`config.mk`:
```
export PLATFORM = sky130hd
export DESIGN_NAME = des_cell
export DESIGN_NICKNAME = d
export VERILOG_FILES = /design/src/design/des_pkg.sv /design/src/design/des_cell.sv
export SDC_FILE = /design/constraint.sdc
export NUM_CORES = 1
export LEC_CHECK = 0
export ABC_AREA = 1
export BUFFER_PORTS_ARGS = -buffer_cell sky130_fd_sc_hd__buf_2
export CELL_PAD_IN_SITES_DETAIL_PLACEMENT = 1
export CELL_PAD_IN_SITES_GLOBAL_PLACEMENT = 2
export CORE_ASPECT_RATIO = 1.2
export CORE_MARGIN = 3
export CORE_UTILIZATION = 28
export CTS_BUF_LIST = sky130_fd_sc_hd__clkbuf_2 sky130_fd_sc_hd__clkbuf_4 sky130_fd_sc_hd__clkbuf_8
export CTS_CLUSTER_SIZE = 14
export DETAILED_ROUTE_END_ITERATION = 8
export PLACE_DENSITY = 0.94
export SYNTH_ARGS = -nofsm -noshare
export SYNTH_HDL_FRONTEND = slang
export SYNTH_SLANG_ARGS = --single-unit
```
`constraint.sdc`:
```
create_clock -name clk -period 0.8 [get_ports clk]
set_input_delay 0.08 -clock clk [delete_from_list [all_inputs] [get_ports clk]]
set_output_delay 0.08 -clock clk [all_outputs]
set_load 0.03 [all_outputs]
```
`src/design/des_pkg.sv`:
```
`timescale 1ns / 1ps
// -----------------------------------------------------------------------------
// des_pkg
// Shared types, permutation tables, S-boxes and key schedule for the DES pipe.
// -----------------------------------------------------------------------------
package des_pkg;

    localparam int unsigned DES_MAX_ROUNDS = 16;
    localparam int unsigned KEY_GROUP      = 7;
    localparam int unsigned SBOX_OUT       = 4;

    localparam logic OP_ENCRYPT = 1'b0;
    localparam logic OP_DECRYPT = 1'b1;

    typedef struct packed {
        logic        valid;
        logic        op;
        logic [31:0] l;
        logic [31:0] r;
    } des_stage_t;

    localparam byte unsigned TAB_IP [64] = '{
        58,50,42,34,26,18,10,2, 60,52,44,36,28,20,12,4,
        62,54,46,38,30,22,14,6, 64,56,48,40,32,24,16,8,
        57,49,41,33,25,17,9,1, 59,51,43,35,27,19,11,3,
        61,53,45,37,29,21,13,5, 63,55,47,39,31,23,15,7 };
    localparam byte unsigned TAB_FP [64] = '{
        40,8,48,16,56,24,64,32, 39,7,47,15,55,23,63,31,
        38,6,46,14,54,22,62,30, 37,5,45,13,53,21,61,29,
        36,4,44,12,52,20,60,28, 35,3,43,11,51,19,59,27,
        34,2,42,10,50,18,58,26, 33,1,41,9,49,17,57,25 };
    localparam byte unsigned TAB_E [48] = '{
        32,1,2,3,4,5, 4,5,6,7,8,9, 8,9,10,11,12,13, 12,13,14,15,16,17,
        16,17,18,19,20,21, 20,21,22,23,24,25, 24,25,26,27,28,29, 28,29,30,31,32,1 };
    localparam byte unsigned TAB_P [32] = '{
        16,7,20,21,29,12,28,17, 1,15,23,26,5,18,31,10,
        2,8,24,14,32,27,3,9, 19,13,30,6,22,11,4,25 };
    localparam byte unsigned TAB_PC1 [56] = '{
        57,49,41,33,25,17,9,1,58,50,42,34,26,18,10,2,59,51,43,35,27,19,11,3,
        60,52,44,36,63,55,47,39,31,23,15,7,62,54,46,38,30,22,14,6,
        61,53,45,37,29,21,13,5,28,20,12,4 };
    localparam byte unsigned TAB_PC2 [48] = '{
        14,17,11,24,1,5,3,28,15,6,21,10,23,19,12,4,26,8,16,7,27,20,13,2,
        41,52,31,37,47,55,30,40,51,45,33,48,44,49,39,56,34,53,46,42,50,36,29,32 };
    localparam byte unsigned TAB_ROT [16] = '{1,1,2,2,2,2,2,2,1,2,2,2,2,2,2,1};

    localparam logic [3:0] TAB_S [8][64] = '{
        '{14,4,13,1,2,15,11,8,3,10,6,12,5,9,0,7, 0,15,7,4,14,2,13,1,10,6,12,11,9,5,3,8,
          4,1,14,8,13,6,2,11,15,12,9,7,3,10,5,0, 15,12,8,2,4,9,1,7,5,11,3,14,10,0,6,13},
        '{15,1,8,14,6,11,3,4,9,7,2,13,12,0,5,10, 3,13,4,7,15,2,8,14,12,0,1,10,6,9,11,5,
          0,14,7,11,10,4,13,1,5,8,12,6,9,3,2,15, 13,8,10,1,3,15,4,2,11,6,7,12,0,5,14,9},
        '{10,0,9,14,6,3,15,5,1,13,12,7,11,4,2,8, 13,7,0,9,3,4,6,10,2,8,5,14,12,11,15,1,
          13,6,4,9,8,15,3,0,11,1,2,12,5,10,14,7, 1,10,13,0,6,9,8,7,4,15,14,3,11,5,2,12},
        '{7,13,14,3,0,6,9,10,1,2,8,5,11,12,4,15, 13,8,11,5,6,15,0,3,4,7,2,12,1,10,14,9,
          10,6,9,0,12,11,7,13,15,1,3,14,5,2,8,4, 3,15,0,6,10,1,13,8,9,4,5,11,12,7,2,14},
        '{2,12,4,1,7,10,11,6,8,5,3,15,13,0,14,9, 14,11,2,12,4,7,13,1,5,0,15,10,3,9,8,6,
          4,2,1,11,10,13,7,8,15,9,12,5,6,3,0,14, 11,8,12,7,1,14,2,13,6,15,0,9,10,4,5,3},
        '{12,1,10,15,9,2,6,8,0,13,3,4,14,7,5,11, 10,15,4,2,7,12,9,5,6,1,13,14,0,11,3,8,
          9,14,15,5,2,8,12,3,7,0,4,10,1,13,11,6, 4,3,2,12,9,5,15,10,11,14,1,7,6,0,8,13},
        '{4,11,2,14,15,0,8,13,3,12,9,7,5,10,6,1, 13,0,11,7,4,9,1,10,14,3,5,12,2,15,8,6,
          1,4,11,13,12,3,7,14,10,15,6,8,0,5,9,2, 6,11,13,8,1,4,10,7,9,5,0,15,14,2,3,12},
        '{13,2,8,4,6,15,11,1,10,9,3,14,5,0,12,7, 1,15,13,8,10,3,7,4,12,5,6,11,0,14,9,2,
          7,11,4,1,9,12,14,2,0,6,10,13,15,3,5,8, 2,1,14,7,4,10,8,13,15,12,9,0,3,5,6,11} };

    function automatic logic [63:0] des_ip(input logic [63:0] x);
        logic [63:0] y;
        for (int i = 0; i < 64; i++)
        begin
            y[63-i] = x[64-TAB_IP[i]];
        end
        return y;
    endfunction

    function automatic logic [63:0] des_fp(input logic [63:0] x);
        logic [63:0] y;
        for (int i = 0; i < 64; i++)
        begin
            y[63-i] = x[64-TAB_FP[i]];
        end
        return y;
    endfunction

    // Round key idx (from 0); pure wiring of the key bits.
    // Parity bits are left at zero: PC-1 never picks them.
    function automatic logic [47:0] des_round_key(input logic [55:0] k,
                                                  input int unsigned idx);
        logic [63:0]  k64;
        logic [55:0]  cd;
        logic [27:0]  c;
        logic [27:0]  d;
        logic [55:0]  cd2;
        logic [47:0]  sk;
        int unsigned  sh;
        k64 = '0;
        for (int g = 0; g < 8; g++)
        begin
            for (int b = 0; b < KEY_GROUP; b++)
            begin
                k64[63-(g*8+b)] = k[55-(g*KEY_GROUP+b)];
            end
        end
        for (int i = 0; i < 56; i++)
        begin
            cd[55-i] = k64[64-TAB_PC1[i]];
        end
        sh = 0;
        for (int i = 0; i < 16; i++)
        begin
            if (i <= idx)
            begin
                sh = sh + TAB_ROT[i];
            end
        end
        c = cd[55:28];
        d = cd[27:0];
        c = (c << sh) | (c >> (28 - sh));
        d = (d << sh) | (d >> (28 - sh));
        cd2 = {c, d};
        for (int i = 0; i < 48; i++)
        begin
            sk[47-i] = cd2[56-TAB_PC2[i]];
        end
        return sk;
    endfunction

    function automatic logic [31:0] des_feistel(input logic [31:0] r, input logic [47:0] k);
        logic [47:0] e;
        logic [5:0]  six;
        logic [31:0] o;
        logic [31:0] p;
        for (int i = 0; i < 48; i++)
        begin
            e[47-i] = r[32-TAB_E[i]];
        end
        e = e ^ k;
        for (int s = 0; s < 8; s++)
        begin
            six = e[47-6*s -: 6];
            o[31-SBOX_OUT*s -: SBOX_OUT] = TAB_S[s][{six[5], six[0], six[4:1]}];
        end
        for (int i = 0; i < 32; i++)
        begin
            p[31-i] = o[32-TAB_P[i]];
        end
        return p;
    endfunction

endpackage

```
`src/design/des_cell.sv`:
```
`timescale 1ns / 1ps
// -----------------------------------------------------------------------------
// des_cell
// One Feistel round with its pipeline register.
// -----------------------------------------------------------------------------
module des_cell
    import des_pkg::*;
(
    input  logic        clk,
    input  logic        rst_n,
    input  logic        adv,
    input  logic [47:0] key_enc,
    input  logic [47:0] key_dec,
    input  des_stage_t  prev,
    output des_stage_t  curr
);

    logic        valid_reg;
    logic        op_reg;
    logic [31:0] l_reg;
    logic [31:0] r_reg;
    logic [31:0] l_next;
    logic [31:0] r_next;
    logic [47:0] rk;

    always_comb
    begin
        rk     = (prev.op == OP_DECRYPT) ? key_dec : key_enc;
        l_next = prev.r;
        r_next = prev.l ^ des_feistel(prev.r, rk);
    end

    always_ff @(posedge clk or negedge rst_n)
    begin
        if (!rst_n)
        begin
            valid_reg <= 1'b0;
        end
        else if (adv)
        begin
            valid_reg <= prev.valid;
        end
    end

    always_ff @(posedge clk)
    begin
        if (adv)
        begin
            op_reg <= prev.op;
            l_reg  <= l_next;
            r_reg  <= r_next;
        end
    end

    assign curr = '{valid: valid_reg, op: op_reg, l: l_reg, r: r_reg};

endmodule

```
After elaboration in Yosys (flattened, before gate mapping)
Memory sizes are Yosys's and may differ from the RTL's.
Cells that the tools add are included.
{ "word_totals": {"ff_bits": 66, "latch_bits": 0, "ram_bits": 0, "mem_bits_ro": 2048, "in_bits": 165, "out_inout_bits": 66, "elab_cells": 47, "n_memories": 8} }
{ "op_classes": {"addsub": 0, "n_mul": 0, "div_mod_pow": 0, "magnitude_cmp": 8, "eq_ne": 0, "n_shift": 0, "n_mux": 17, "bitwise_logic": 10, "reduce_logical": 0} }
{ "mem_list": {"columns": ["memory", "depth", "width", "rd", "rd_ports_with_merged_regs", "write_ports", "line", "text"], "rows": [
  ["(no name shown)", 64, 4, 1, 0, 0, "des_pkg.sv:139", "o[31-SBOX_OUT*s -: SBOX_OUT] = TAB_S[s][{six[5], six[0], six[4:1]}];"],
  ["(no name shown)", 64, 4, 1, 0, 0, "des_pkg.sv:139", null],
  ["(no name shown)", 64, 4, 1, 0, 0, "des_pkg.sv:139", null],
  ["(no name shown)", 64, 4, 1, 0, 0, "des_pkg.sv:139", null],
  ["(no name shown)", 64, 4, 1, 0, 0, "des_pkg.sv:139", null],
  ["(no name shown)", 64, 4, 1, 0, 0, "des_pkg.sv:139", null],
  ["+2 memories", null, null, null, null, null, null, null]
]} }
{ "ops": {"columns": ["cell", "count"], "rows": [
  ["2-to-1 mux 4 bit", 16],
  ["greater-or-equal comparator 7 bit (second input constant)", 8],
  ["inverter 6 -> 7 bit", 8],
  ["2-to-1 mux 48 bit", 1],
  ["bitwise XOR 48 bit", 1],
  ["bitwise XOR 32 bit", 1]
]} }

Longest topological paths before layout
{ "depth": {"ltp_word": 7, "mapped_depth": 18, "depth_no_buf": 16} }

Worst setup path after synthesis
No wires, ideal clock.
{ "synth_timing": {"kind": "input port to flip-flop", "from": "in prev[64] (netlist name)", "to": "reg r_reg[27], data pin", "setup_time_ns": 0.252, "arrival_time_ns": 1.681, "required_ns": 0.548, "slack_ns": -1.134, "cell_stages": 14, "n_path_buf": 2, "cell_sequence": "buf_4 > buf_4 > nand2_1 > nand2_1 > nand2_1 > nand2_1 > ha_1 > or2_2 > nand2_1 > nand3_1 > nand3_1 > nand3_1 > nand3b_1 > nand2_1"} }
{ "synth_via": {"elab_chain_cells": 7} }
{ "synth_lines": {"columns": ["element", "line", "text"], "rows": [
  ["start, declared", "des_cell.sv:14", "input des_stage_t prev,"],
  ["2-to-1 mux 48 bit", "des_cell.sv:28", "rk = (prev.op == OP_DECRYPT) ? key_dec : key_enc;"],
  ["bitwise XOR 48 bit", "des_pkg.sv:135", "e = e ^ k;"],
  ["inverter 6 -> 7 bit (not written as such)", "des_pkg.sv:139", null],
  ["memory read (64 x 4 bit)", null, null],
  ["2-to-1 mux 4 bit (not written as such) (2 in a row)", "des_pkg.sv:139", null],
  ["bitwise XOR 32 bit", "des_cell.sv:30", "r_next = prev.l ^ des_feistel(prev.r, rk);"],
  ["net r_next[27]", "des_cell.sv:23", "logic [31:0] r_next;"],
  ["end signal, assigned", "des_cell.sv:51", "r_reg <= r_next;"],
  ["end, declared", "des_cell.sv:21", "logic [31:0] r_reg;"]
]} }
The timed path passes the listed nets, and every way through them passes these cells. The select of a mux whose other input is x is not followed.
A chain may end at the register's enable or synchronous reset.

Worst setup path in the final report
{ "layout_timing": {"from": "in prev[64] (netlist name)", "to": "reg r_reg[19], data pin"} }
The elaborated chain is that of the path after synthesis.

==> metrics.yaml <==
global_route:
  grt_max_degree: 38
  grtUsageTotal_pct: 25.0
  grt_first_pass_wirelength_um: 68700
  grt-ovfl-total: 0
  grt_pass1_vias: 13400
  antenna_found_initial: 12
placement:
  dp.cells: 2244
  pre_cts_slack_ns: -1.34
  portBuffers: 230
  gp_congestion: 0.910
  hpwl_um: 28400
clocking:
  clk_latency_ns: 0.40
  cts_sinks: 66
  cts_buffer_depth: 2
  cts_htree_levels: 3
  cts-root-buf: "clkbuf_8"
  cts_tree: "done"
  numCtsBuffers: 9
  clkTransAtPathRegs_ns: 0.08
yosys:
  synth_cell_types: 24
  netlist_area_um2: 8790
  ys_seq_area_share_pct: 22.5
  synth_fp_nets: 1749
  ys_ff_latch: 66
  avgSynthCellArea_um2: 5.78
  syn_inst: 1522
  ys_warn_count: 0
sta:
  setup_viol: 98
  tightest_slew_ns: 0.385
  min_period_ns: 1.52
  final-max-slew-violation-count: 0
  rsz0062_at_grt: "yes"
  fin_skew_ns: 0
  period_share_pct: 190
  max_freq_mhz: 658
  slew_headroom_pct: 74.2
  setup_ws_ns: -0.720
  hold_viol_final: 0
critical_path:
  crit_fanout: 8
  end_kind: "flop"
  cp_slowest_cell: "ha_4"
  slowest_delay_ns: 0.35
  start_kind: "input pin"
  arrival_ns: 1.68
  cp.required_ns: 0.96
  worst-setup-path-type: "in -> reg"
  cpMostUsedCell: "nand2_1"
  critical_path.cell_chain: "buf_16, buf_12, nand2_8, nand2_4, nand2_2, nand2_4, ha_4, inv_4, nand2_4, nand3_1, nand2_1, nand2_1, nand3_2, nand2_1, nand2_1, nand2_1"
floorplanning:
  die_y_um: 200
  core-area_um2: 30700
  num_rows: 70
  start_util_pct: 28.6
  die_width_um: 168
  num_io_pins: 231
  die_area_um2: 33600
power:
  clkPwrFrac_pct: 12.9
  swShare_pct: 47.2
  net-switching-power_mw: 9.90
  p_seq_share_pct: 22.0
  p_int_mw: 11.1
  comb_power_share_pct: 65.2
  ir_drop_mv: 0.743
  power.density_nw_per_um2: 1340
  p_leak_nw: 7.98
final_layout:
  mostFrequentLayoutCells: "nand2_1, nand3_1, buf_2"
  layout-drive-gt1-share_pct: 44.0
  mostFrequentLayoutCell: "nand2_1"
  area_delta_synth_final_pct: 78.1
  final_nets: 2185
  finalNonFillerCells: 2365
run:
  cap_violations: 0
run_status:
  violations: "setup timing"
  status: "finished, violations left"
detailed_routing:
  drt_iter0_drc: 587
  ant_nets: 0
  drc: 0
  vias: 12300
  wl_um: 45400
  drt-vias-per-instance: 5.21
  firstDrtPassIters: 5
  wl_per_cell_um: 19.2
worst_hold_path:
  hold_path_class: "in -> reg"
==> power by group through the flow <==
| stage | Combinational, mW | Sequential, mW | Clock, mW |
|---|---|---|---|
| final | 13.7 | 4.60 | 2.70 |
| after global routing | 14.8 | 4.64 | 2.87 |
| after CTS | 12.4 | 4.60 | 2.79 |
| after detailed placement | 10.1 | 4.56 | 0 |
| after global placement | 9.78 | 4.54 | 0 |
| after floorplan | 5.44 | 5.42 | 0 |
==> worst max-delay path, delay by kind of cell <==
| family | cells | cell delay (ns) |
|---|---|---|
| fa+ha+maj | 1 | 0.35 |
| buf+inv | 3 | 0.38 |
| simple gates | 12 | 0.85 |
==> per-stage QoR <==
step                power, mW  hold slack (ns)  TNS, ns  utilization (%)  area [µm²]
floorplan                10.9           -0.216   -27.72                -        9210
global placement         14.3           -0.145   -37.61             38.9       12000
detailed placement       14.7           -0.145   -40.36             38.9       12000
CTS                      19.8          0.00315   -34.91             48.5       14900
global route             22.3           0.0444   -40.96             50.9       15700
finish                   21.0           0.0231   -35.89             50.9       15700
==> cells in the mapped netlist (all sizes together) <==
master	number	area [µm²]
a21oi	2	10.0
buf	44	254
clkinv	1	3.75
dfrtp	1	25.0
edfxtp	65	1950
ha	62	776
inv	144	541
mux2	1	11.3
nand2	757	2850
nand3	371	1860
nand3b	20	150
nand4	1	6.26
nor2	8	30.0
o211ai	1	7.51
o21ai	29	145
or2	1	6.26
xnor2	1	8.76
xor2	13	159
==> layer usage <==
layer,GRT usage [%],up-vias,routed length [µm]
met5,0,-,28
met1,27.2,6032,16800
met2,46.9,378,24500
li1,-,5784,-
met4,11.8,6,2010
met3,3.69,128,2000
==> final timing paths <==
path                       startpoint   endpoint  slack [ns]  depth (start not counted)
max                          prev[64]  r_reg[19]       -0.72                         16
min                          prev[32]   r_reg[0]        0.02                          3
max reg2reg                 valid_reg  valid_reg        0.04                          1
min reg2reg                 valid_reg  valid_reg        0.54                          1
max in group asynchronous       rst_n  valid_reg        0.21                          3
min in group asynchronous       rst_n  valid_reg        0.49                          3
==> what timing repair did <==
item	in CTS	in global routing
buffers inserted	20	7
hold endpoints to repair	59	0
pin swaps	141	40
endpoints found under the setup margin	98	98
hold buffers	60	0
gates cloned	12	1
gates resized for setup	481	161
==> layout make-up <==
| type | instances | area [µm²] |
|---|---|---|
| Multi-Input combinational cell | 1267 | 8220 |
| Timing Repair inverter | 3 | 48.8 |
| Timing Repair Buffer | 466 | 4160 |
| Inverter | 145 | 588 |
| Tap cell | 396 | 495 |
| Clock inverter | 6 | 25.0 |
| Clock buffer | 9 | 124 |
| Fill cell | 3831 | 15100 |
| Antenna cell | 7 | 17.5 |
| Sequential cell | 66 | 1980 |
==> logic make-up (layout without fill, tap and decap cells) <==
family	Yosys count	count (layout)	share of synthesized area (%)
muxes	1	1	0.128
xor gates and xnor gates	14	14	1.91
AOI/OAI and AO/OA	32	32	1.85
other	0	7	0
and+or+nand+nor	1158	1158	55.7
DFF	66	66	22.5
buffers and inverters	189	629	9.08
adders and majority gates	62	62	8.82
(Power assumes the default switching activity.)
